<file path="src/sv/partial_binomial_coefficient_sum_assert.svh">
// assertion macros shared by the partial binomial coefficient sum modules
`ifndef PARTIAL_BINOMIAL_COEFFICIENT_SUM_ASSERT_SVH
`define PARTIAL_BINOMIAL_COEFFICIENT_SUM_ASSERT_SVH

`ifndef SYNTHESIS

`define PBCS_ASSERT(lbl, clk, rstn, prop) \
  lbl: assert property (@(posedge clk) disable iff (!(rstn)) (prop)) \
    else $error("assertion failed");

`define PBCS_ASSERT_NEVER(lbl, clk, rstn, cond) \
  lbl: assert property (@(posedge clk) disable iff (!(rstn)) !(cond)) \
    else $error("forbidden condition seen");

`else

`define PBCS_ASSERT(lbl, clk, rstn, prop)

`define PBCS_ASSERT_NEVER(lbl, clk, rstn, cond)

`endif

`endif

</file>
<file path="src/sv/pbcs_pkg.sv">
// types and constants of the partial binomial coefficient sum block
`timescale 1ns / 1ps

package pbcs_pkg;

  localparam int unsigned FieldWidth = 6;
  localparam int unsigned WordWidth  = 64;
  localparam int unsigned SumWidth   = 63;
  localparam logic [FieldWidth-1:0] MaxTrials = 6'd62;

  typedef struct packed {
    logic [FieldWidth-1:0] trial_count;
    logic [FieldWidth-1:0] upper_term;
  } req_t;

  typedef struct packed {
    logic [SumWidth-1:0] coefficient_sum;
    logic                bad_request;
  } res_t;

  typedef struct packed {
    logic                  start;
    logic [WordWidth-1:0]  dividend;
    logic [FieldWidth-1:0] divisor;
  } div_req_t;

  typedef struct packed {
    logic                 done;
    logic                 busy;
    logic [WordWidth-1:0] quotient;
  } div_rsp_t;

  typedef enum logic [2:0] {
    StIdle,
    StAcc,
    StMul,
    StLaunch,
    StWait,
    StFinish
  } state_e;

endpackage

</file>
<file path="src/sv/partial_binomial_coefficient_sum.sv">
// top level: sequencer for the partial sum of binomial coefficients
//
//   channel   direction  ports                        handshake
//   request   in         start, busy, req_i           taken when start && !busy
//   result    out        result_valid_o, res_o        one-cycle strobe, no stall
//
// a valid request (n, k) runs one term per step of i from 0 up to k, from acceptance to the strobe:
// each term costs an add, a multiply, a divider launch and a wait on the serial divider
// a rejected request gives its strobe in the cycle after acceptance
// busy rises once a request is accepted and stays high up to and including the strobe cycle
// reset clears the sequencer and the divider control, no clearing pass
// the result receiver cannot stall, results are never held back
`timescale 1ns / 1ps
`include "partial_binomial_coefficient_sum_assert.svh"

module partial_binomial_coefficient_sum (
  input  logic           clk_i,
  input  logic           rst_ni,
  input  logic           start,
  output logic           busy,
  input  pbcs_pkg::req_t req_i,
  output logic           result_valid_o,
  output pbcs_pkg::res_t res_o
);

  localparam int unsigned W  = pbcs_pkg::WordWidth;
  localparam int unsigned SW = pbcs_pkg::SumWidth;
  localparam int unsigned FW = pbcs_pkg::FieldWidth;

  pbcs_pkg::state_e state_q, state_d;

  logic [FW-1:0] n_q, n_d;
  logic [FW-1:0] k_q, k_d;
  logic [FW-1:0] i_q, i_d;
  logic [W-1:0]  c_q, c_d;
  logic [W-1:0]  prod_q, prod_d;
  logic [SW-1:0] sum_q, sum_d;
  logic          bad_q, bad_d;
  logic          bad_req;

  pbcs_pkg::div_req_t div_req;
  pbcs_pkg::div_rsp_t div_rsp;

  pbcs_divider u_divider (
    .clk_i (clk_i),
    .rst_ni(rst_ni),
    .req_i (div_req),
    .rsp_o (div_rsp)
  );

  assign bad_req = (req_i.trial_count == '0) || (req_i.upper_term > req_i.trial_count) ||
                   (req_i.trial_count > pbcs_pkg::MaxTrials);

  always_comb begin
    state_d          = state_q;
    n_d              = n_q;
    k_d              = k_q;
    i_d              = i_q;
    c_d              = c_q;
    prod_d           = prod_q;
    sum_d            = sum_q;
    bad_d            = bad_q;
    div_req.start    = 1'b0;
    div_req.dividend = prod_q;
    div_req.divisor  = i_q + 1'b1;
    case (state_q)
      pbcs_pkg::StIdle: begin
        if (start) begin
          n_d   = req_i.trial_count;
          k_d   = req_i.upper_term;
          i_d   = '0;
          c_d   = W'(1);
          sum_d = '0;
          bad_d = bad_req;
          state_d = bad_req ? pbcs_pkg::StFinish : pbcs_pkg::StAcc;
        end
      end
      pbcs_pkg::StAcc: begin
        sum_d   = sum_q + c_q[SW-1:0];
        state_d = (i_q == k_q) ? pbcs_pkg::StFinish : pbcs_pkg::StMul;
      end
      pbcs_pkg::StMul: begin
        prod_d  = W'(c_q * W'(n_q - i_q));
        state_d = pbcs_pkg::StLaunch;
      end
      pbcs_pkg::StLaunch: begin
        div_req.start = 1'b1;
        state_d       = pbcs_pkg::StWait;
      end
      pbcs_pkg::StWait: begin
        if (div_rsp.done) begin
          c_d     = div_rsp.quotient;
          i_d     = i_q + 1'b1;
          state_d = pbcs_pkg::StAcc;
        end
      end
      pbcs_pkg::StFinish: begin
        state_d = pbcs_pkg::StIdle;
      end
      default: begin
        state_d = pbcs_pkg::StIdle;
      end
    endcase
  end

  always_ff @(posedge clk_i or negedge rst_ni) begin
    if (!rst_ni) begin
      state_q <= pbcs_pkg::StIdle;
    end else begin
      state_q <= state_d;
    end
  end

  always_ff @(posedge clk_i) begin
    n_q    <= n_d;
    k_q    <= k_d;
    i_q    <= i_d;
    c_q    <= c_d;
    prod_q <= prod_d;
    sum_q  <= sum_d;
    bad_q  <= bad_d;
  end

  assign busy                  = state_q != pbcs_pkg::StIdle;
  assign result_valid_o        = state_q == pbcs_pkg::StFinish;
  assign res_o.coefficient_sum = sum_q;
  assign res_o.bad_request     = bad_q;

  `PBCS_ASSERT(a_accept_goes_busy, clk_i, rst_ni, start && !busy |=> busy)
  `PBCS_ASSERT_NEVER(a_bad_gives_zero, clk_i, rst_ni, result_valid_o && bad_q && sum_q != '0)
  `PBCS_ASSERT_NEVER(a_idle_div_busy, clk_i, rst_ni, !busy && div_rsp.busy)

endmodule

</file>
<file path="src/sv/pbcs_divider.sv">
// serial restoring divider, one quotient bit per cycle, small divisor
`timescale 1ns / 1ps
`include "partial_binomial_coefficient_sum_assert.svh"

module pbcs_divider (
  input  logic              clk_i,
  input  logic              rst_ni,
  input  pbcs_pkg::div_req_t req_i,
  output pbcs_pkg::div_rsp_t rsp_o
);

  localparam int unsigned W  = pbcs_pkg::WordWidth;
  localparam int unsigned DW = pbcs_pkg::FieldWidth;
  localparam int unsigned CW = $clog2(W);

  logic          busy_q, busy_d;
  logic          done_q, done_d;
  logic [CW-1:0] cnt_q, cnt_d;
  logic [W-1:0]  quo_q, quo_d;
  logic [DW-1:0] rem_q, rem_d;
  logic [DW-1:0] divisor_q, divisor_d;
  logic [DW:0]   trial;
  logic [DW:0]   diff;
  logic          fits;

  always_comb begin
    trial     = {rem_q, quo_q[W-1]};
    diff      = trial - {1'b0, divisor_q};
    fits      = trial >= {1'b0, divisor_q};
    busy_d    = busy_q;
    done_d    = 1'b0;
    cnt_d     = cnt_q;
    quo_d     = quo_q;
    rem_d     = rem_q;
    divisor_d = divisor_q;
    if (req_i.start && !busy_q) begin
      busy_d    = 1'b1;
      cnt_d     = CW'(W - 1);
      quo_d     = req_i.dividend;
      rem_d     = '0;
      divisor_d = req_i.divisor;
    end else if (busy_q) begin
      quo_d = {quo_q[W-2:0], fits};
      rem_d = fits ? diff[DW-1:0] : trial[DW-1:0];
      cnt_d = cnt_q - 1'b1;
      if (cnt_q == '0) begin
        busy_d = 1'b0;
        done_d = 1'b1;
      end
    end
  end

  always_ff @(posedge clk_i or negedge rst_ni) begin
    if (!rst_ni) begin
      busy_q <= 1'b0;
      done_q <= 1'b0;
      cnt_q  <= '0;
    end else begin
      busy_q <= busy_d;
      done_q <= done_d;
      cnt_q  <= cnt_d;
    end
  end

  always_ff @(posedge clk_i) begin
    quo_q     <= quo_d;
    rem_q     <= rem_d;
    divisor_q <= divisor_d;
  end

  assign rsp_o.done     = done_q;
  assign rsp_o.busy     = busy_q;
  assign rsp_o.quotient = quo_q;

  `PBCS_ASSERT(a_last_bit_done, clk_i, rst_ni, busy_q && cnt_q == '0 |=> done_q && !busy_q)
  `PBCS_ASSERT(a_done_after_busy, clk_i, rst_ni, done_q |-> $past(busy_q))
  `PBCS_ASSERT(a_rem_below_divisor, clk_i, rst_ni, busy_q |-> rem_q < divisor_q)

endmodule
</file>
<file path="config.mk">
export PLATFORM = sky130hd
export DESIGN_NAME = partial_binomial_coefficient_sum
export DESIGN_NICKNAME = d
export VERILOG_FILES = /design/src/sv/pbcs_pkg.sv /design/src/sv/partial_binomial_coefficient_sum.sv /design/src/sv/pbcs_divider.sv
export VERILOG_INCLUDE_DIRS = /design/src /design/src/sv
export SDC_FILE = /design/constraint.sdc
export NUM_CORES = 1
export LEC_CHECK = 0
export ABC_AREA = 0
export BUFFER_PORTS_ARGS = -buffer_cell sky130_fd_sc_hd__buf_2
export CORE_MARGIN = 4
export CORE_UTILIZATION = 50
export CTS_CLUSTER_DIAMETER = 150
export DETAILED_ROUTE_END_ITERATION = 12
export PLACE_DENSITY = 0.66
export REMOVE_ABC_BUFFERS = 1
export SLEW_MARGIN = 20
export SYNTH_ARGS = -nofsm -noshare
export SYNTH_HDL_FRONTEND = slang
export SYNTH_SLANG_ARGS = --single-unit
</file>
<file path="constraint.sdc">
create_clock -name clk_i -period 8.5 [get_ports clk_i]
set_input_delay 0 -clock clk_i [delete_from_list [all_inputs] [get_ports clk_i]]
set_output_delay 0 -clock clk_i [all_outputs]
set_load 0.02 [all_outputs]
</file>
# [Word-level counts from Yosys, hierarchy flattened]
# Cells that the tools add are included.
[classes] order_cmp=3 mul=1 muxes=25 div=0 n_eq_ne=8 shift=0 n_addsub=5 bitwise=0 reduce_logical=15
[ops] op="64-bit two-way mux" n=4
[ops] op="64-bit one-hot mux with 2 select lines" n=1
[ops] op="63-bit one-hot mux with 2 select lines" n=1
[ops] op="64-bit by 7-bit multiplier with 64-bit output" n=1
[ops] op="63-bit adder" n=1
[ops] op="63-bit two-way mux" n=1
[ops] op="6-bit two-way mux" n=5
[ops] op="3-bit one-hot mux with 5 select lines" n=1
[ops] op="6-bit logical NOT" n=2
[ops] op="3-bit two-way mux" n=4
[ops] op="6-bit one-hot mux with 2 select lines" n=1
[ops] op="7-bit by 6-bit >= comparator with 1-bit output" n=1
[ops] op="1-bit two-way mux" n=7
[ops] op="6-bit by 6-bit subtractor with 7-bit output" n=1
[ops] op="6-bit by 1-bit adder with 6-bit output, second input constant" n=1
[ops] op="3-bit by 2-bit == test with 1-bit output, second input constant" n=2
[ops] op="3-bit == test, second input constant" n=2
[ops] op="6-bit == test" n=1
[ops] op="6-bit greater-than comparator" n=1
[ops] op="6-bit greater-than comparator, second input constant" n=1
[ops] op="2-bit AND reduction" n=3
[ops] op="2-bit nonzero test" n=3
[ops] op="6-bit by 1-bit subtractor with 6-bit output, second input constant" n=1
[ops] op="6-bit subtractor" n=1
[ops] op="other kinds (9)" n=10
[totals] ramBits=0 latchBits=0 out_inout_bits=66 elab_cells=71 input_bits=15 n_memories=0 register_bits=297 romBits=0

# [Longest topological paths before layout]
[depth] word_depth=6 mapped_depth=31 depth_no_buf=28

# [By module]
# Synthesis repeated with hierarchy kept, for this count alone.
[hier_totals] cells_unflattened=3038 area_unflattened_um2=29873.7
[by_module_without_submodules] module="partial_binomial_coefficient_sum" area_per_inst_um2=26040.0 seq_area_each_um2=6381.1 instances=1 cells_per_inst=2783
[by_module_without_submodules] module="pbcs_divider" area_per_inst_um2=3833.7 seq_area_each_um2=2422.3 instances=1 cells_per_inst=255

# [Worst setup path before layout]
# OpenSTA, ideal clock, no wires.
[synth_timing] kind="register to register" startpoint="register i_q[0]" endpoint="register prod_q[63] (data pin)" required_ns=8.240 setup_slack_ns=1.710 arrival_time_ns=6.530 path_stages_with_launch=30 setup_ns=0.260 path_cell_list="edfxtp_1 ha_1 inv_1 fa_1 a21o_1 a21oi_1 nor2b_1 o21ai_0 nand2b_1 clkbuf_1 clkbuf_1 or2_2 fa_1 fa_1 inv_1 fa_1 inv_1 fa_1 inv_1 ha_1 o211ai_1 o21ai_1 o2111ai_2 a31o_2 a31o_1 o211ai_4 a31oi_4 o21ai_2 a311o_1 xnor2_1"
[synth_via] elab_chain_cells=2
[synth_lines] element="from (decl)" line="partial_binomial_coefficient_sum.sv:34" source="logic [FW-1:0] i_q, i_d;"
[synth_lines] element="from (signal assigned)" line="partial_binomial_coefficient_sum.sv:117" source="i_q <= i_d;"
[synth_lines] element="6-bit by 6-bit subtractor with 7-bit output" line="partial_binomial_coefficient_sum.sv:83" source="prod_d = W'(c_q * W'(n_q - i_q));"
[synth_lines] element="64-bit by 7-bit multiplier with 64-bit output" line="partial_binomial_coefficient_sum.sv:83"
[synth_lines] element="to (signal assigned)" line="partial_binomial_coefficient_sum.sv:119" source="prod_q <= prod_d;"
[synth_lines] element="to (decl)" line="partial_binomial_coefficient_sum.sv:36" source="logic [W-1:0] prod_q, prod_d;"
# No other way between the ends.
# A chain may end at the register's enable or synchronous reset.

# [Final worst setup path]
[layout_timing] startpoint="register i_q[0]" endpoint="register prod_q[44] (data pin)"
# The elaborated chain is that of the path after synthesis.

==> results.json <==
{
  "status": "completed",
  "cap_violations": 0,
  "r2r-end": "prod_q[44]",
  "cp_slowest_cell": "fa_1",
  "grt_max_degree": 71,
  "tightestPinTransition_ps": 1040,
  "whs_ps": 166,
  "diodes": 0,
  "reg2regPathDepth": 27,
  "drc": 0,
  "drt_pre_antenna_iters": 5,
  "clock_sinks": 297,
  "synthMostInstantiatedCell": "inv_1",
  "worst-path-buf-inv": 4,
  "crit_type": "flop to flop",
  "drt.antenna.violating_nets": 0,
  "startpoint_type": "flop",
  "max_stage_delay_ps": 540,
  "hp-class": "input port to flop",
  "antenna_found_initial": 0,
  "post_drt_wl_per_cell_um": 19.3,
  "grt_pass1_wl_um": 123000,
  "clock_latency_ps": 570,
  "drtIter0Drc": 1773,
  "htreeDepth": 2,
  "grt_pass1_vias": 22800,
  "grt.total_usage_pct": 24.2,
  "setup_violations": 0,
  "synth_edf_count": 280,
  "clk_pin_slew_ps": 60,
  "nets": 3643,
  "cts_root_buffer": "clkbuf_16",
  "post_drt_via_cell_ratio": 5.57,
  "globalplace.congestion": 0.956,
  "ys_seq_elements": 297,
  "synth_top_flop_cell": "edfxtp_1",
  "cts_made_buffers": 39,
  "fin_worst_skew_ps": 21.4,
  "ios": 81,
  "synth_top_area_share_pct": 28.6,
  "maxSlewViolCount": 0,
  "ys_top_cells_by_area": "edfxtp_1 (29%), fa_1 (20%), ha_1 (9.0%), and2_1 (6.2%), inv_1 (6.0%)",
  "start_util_pct": 50.7,
  "critPathRequiredTime_ps": 8810,
  "ys_types": 89,
  "cp-endpoint": "prod_q[44]",
  "grt_overflow": 0,
  "rsz0062_at_grt": "false",
  "cp-startpoint": "i_q[0]",
  "place_inst": 3830,
  "area_delta_synth_final_pct": 8.52,
  "fin_crit_ps": 7860,
  "dieArea_mm2": 0.0628,
  "post_cts_resized": 0,
  "core_mm2": 0.0580,
  "clock_path_buffers": 3,
  "final_cells": 3917,
  "max_freq_mhz": 127,
  "worstPathMaxFanout": 22,
  "hp-start": "req_i[2]",
  "rr_startpoint": "i_q[0]",
  "netlist_top_cells_count": "inv_1 (468), nand2_1 (363), fa_1 (296), and2_1 (294), edfxtp_1 (280)",
  "reg2reg_slack_ps": 640,
  "place_hpwl_um": 56100,
  "layout-drive-gt1-share_pct": 7.23,
  "io_buffers": 80,
  "synth_area_per_cell_um2": 9.54,
  "synthCells": 3086,
  "cts_tree": "done",
  "die_x_um": 251,
  "crit_family": "adder cells",
  "rows": 88,
  "async_flop_share_pct": 3.70,
  "finalCoreUtilization_pct": 55.1,
  "cp-end-kind": "flop",
  "syn_area_mm2": 0.0294,
  "ys_seq_area_share_pct": 29.9,
  "hold_viol": 0,
  "drt-total-wl_um": 75500,
  "routed-via-count": 21800,
  "fin_tns_setup_ps": 0,
  "die_h_um": 251,
  "path_depth": 27,
  "cp.arrival_ps": 8170,
  "netlist.top_cell.by_area": "edfxtp_1",
  "ys_warn_count": 0,
  "fin_crit_sh_pct": 92.5,
  "max_slew_margin_pct": 30.1
}
## per-layer routing
layer	share of wire [%]	global-route usage, %
met5	0	0
met4	2.9	7.13
met3	6.6	4.44
met2	46	39.1
met1	45	33.7
## final cells by class
cell class,instances,area (um2)
sequential,297,8800
clock buffer,44,995
tap,765,957
fill,5129,26100
clock inverter,28,259
timing repair buffer,114,697
multi-input combinational,2201,18500
inverter,468,1760
## sequential cells by signal, summed over array words and instances (netlist names), 63 cells and up
signal and flops:
sum_q 63, c_q 64, prod_q 64, u_divider.quo_q 64
## layout by cell type (no fill, tap or decap), drive strengths merged, types with 8 or more instances in the layout
cell type / synthesis / layout
inv: 468 / 475
nand2: 363 / 363
fa: 296 / 296
and2: 294 / 294
edfxtp: 280 / 280
ha: 211 / 211
nor2: 189 / 189
a21oi: 132 / 132
a21o: 102 / 102
buf: 24 / 99
xnor2: 93 / 93
nor2b: 77 / 77
o21ai: 71 / 71
xor2: 48 / 48
clkbuf: 96 / 44
nand4: 40 / 40
nand3: 31 / 31
nor3: 26 / 26
o21bai: 23 / 23
nand2b: 20 / 20
o21a: 16 / 16
or2: 16 / 16
a211oi: 16 / 16
dlygate4sd3: 0 / 15
a31oi: 15 / 15
and3: 14 / 14
clkinv: 0 / 14
dfrtp: 11 / 11
o211ai: 8 / 8
## how the worst min path moves through the flow
stage	to	cells after the start
2_1_floorplan	state_q[0]	0
3_3_place_gp	u_divider.cnt_q[0]	1
3_5_place_dp	u_divider.cnt_q[2]	1
4_1_cts	n_q[5]	2
5_1_grt	k_q[3]	2
6_report	k_q[2]	2
## timing repair
action / CTS / global route
setup buffers: 0 / 0
hold buffers: 15 / 0
hold endpoints to repair: 39 / 0
## through the flow
| step | area [um2] | worst slack [ps] |
|---|---|---|
| final | 32000 | 641 |
| after detailed placement | 30500 | 711 |
| after CTS | 31900 | 694 |
| after global placement | 30500 | 836 |
| after global routing | 32000 | 227 |
| after floorplan | 29000 | 918 |
## cells by family after synthesis
kind of cell | Yosys count | share of synthesized area, %
compound gates | 449 | 10.4
xor+xnor | 141 | 4.19
fa+ha+maj | 507 | 29.1
buf+inv | 588 | 7.61
flops | 297 | 29.9
mux | 7 | 0.251
simple gates | 1097 | 18.6
Power is not shown: default switching activity piles up to over one toggle a cycle in this logic, so the estimate is an artifact.
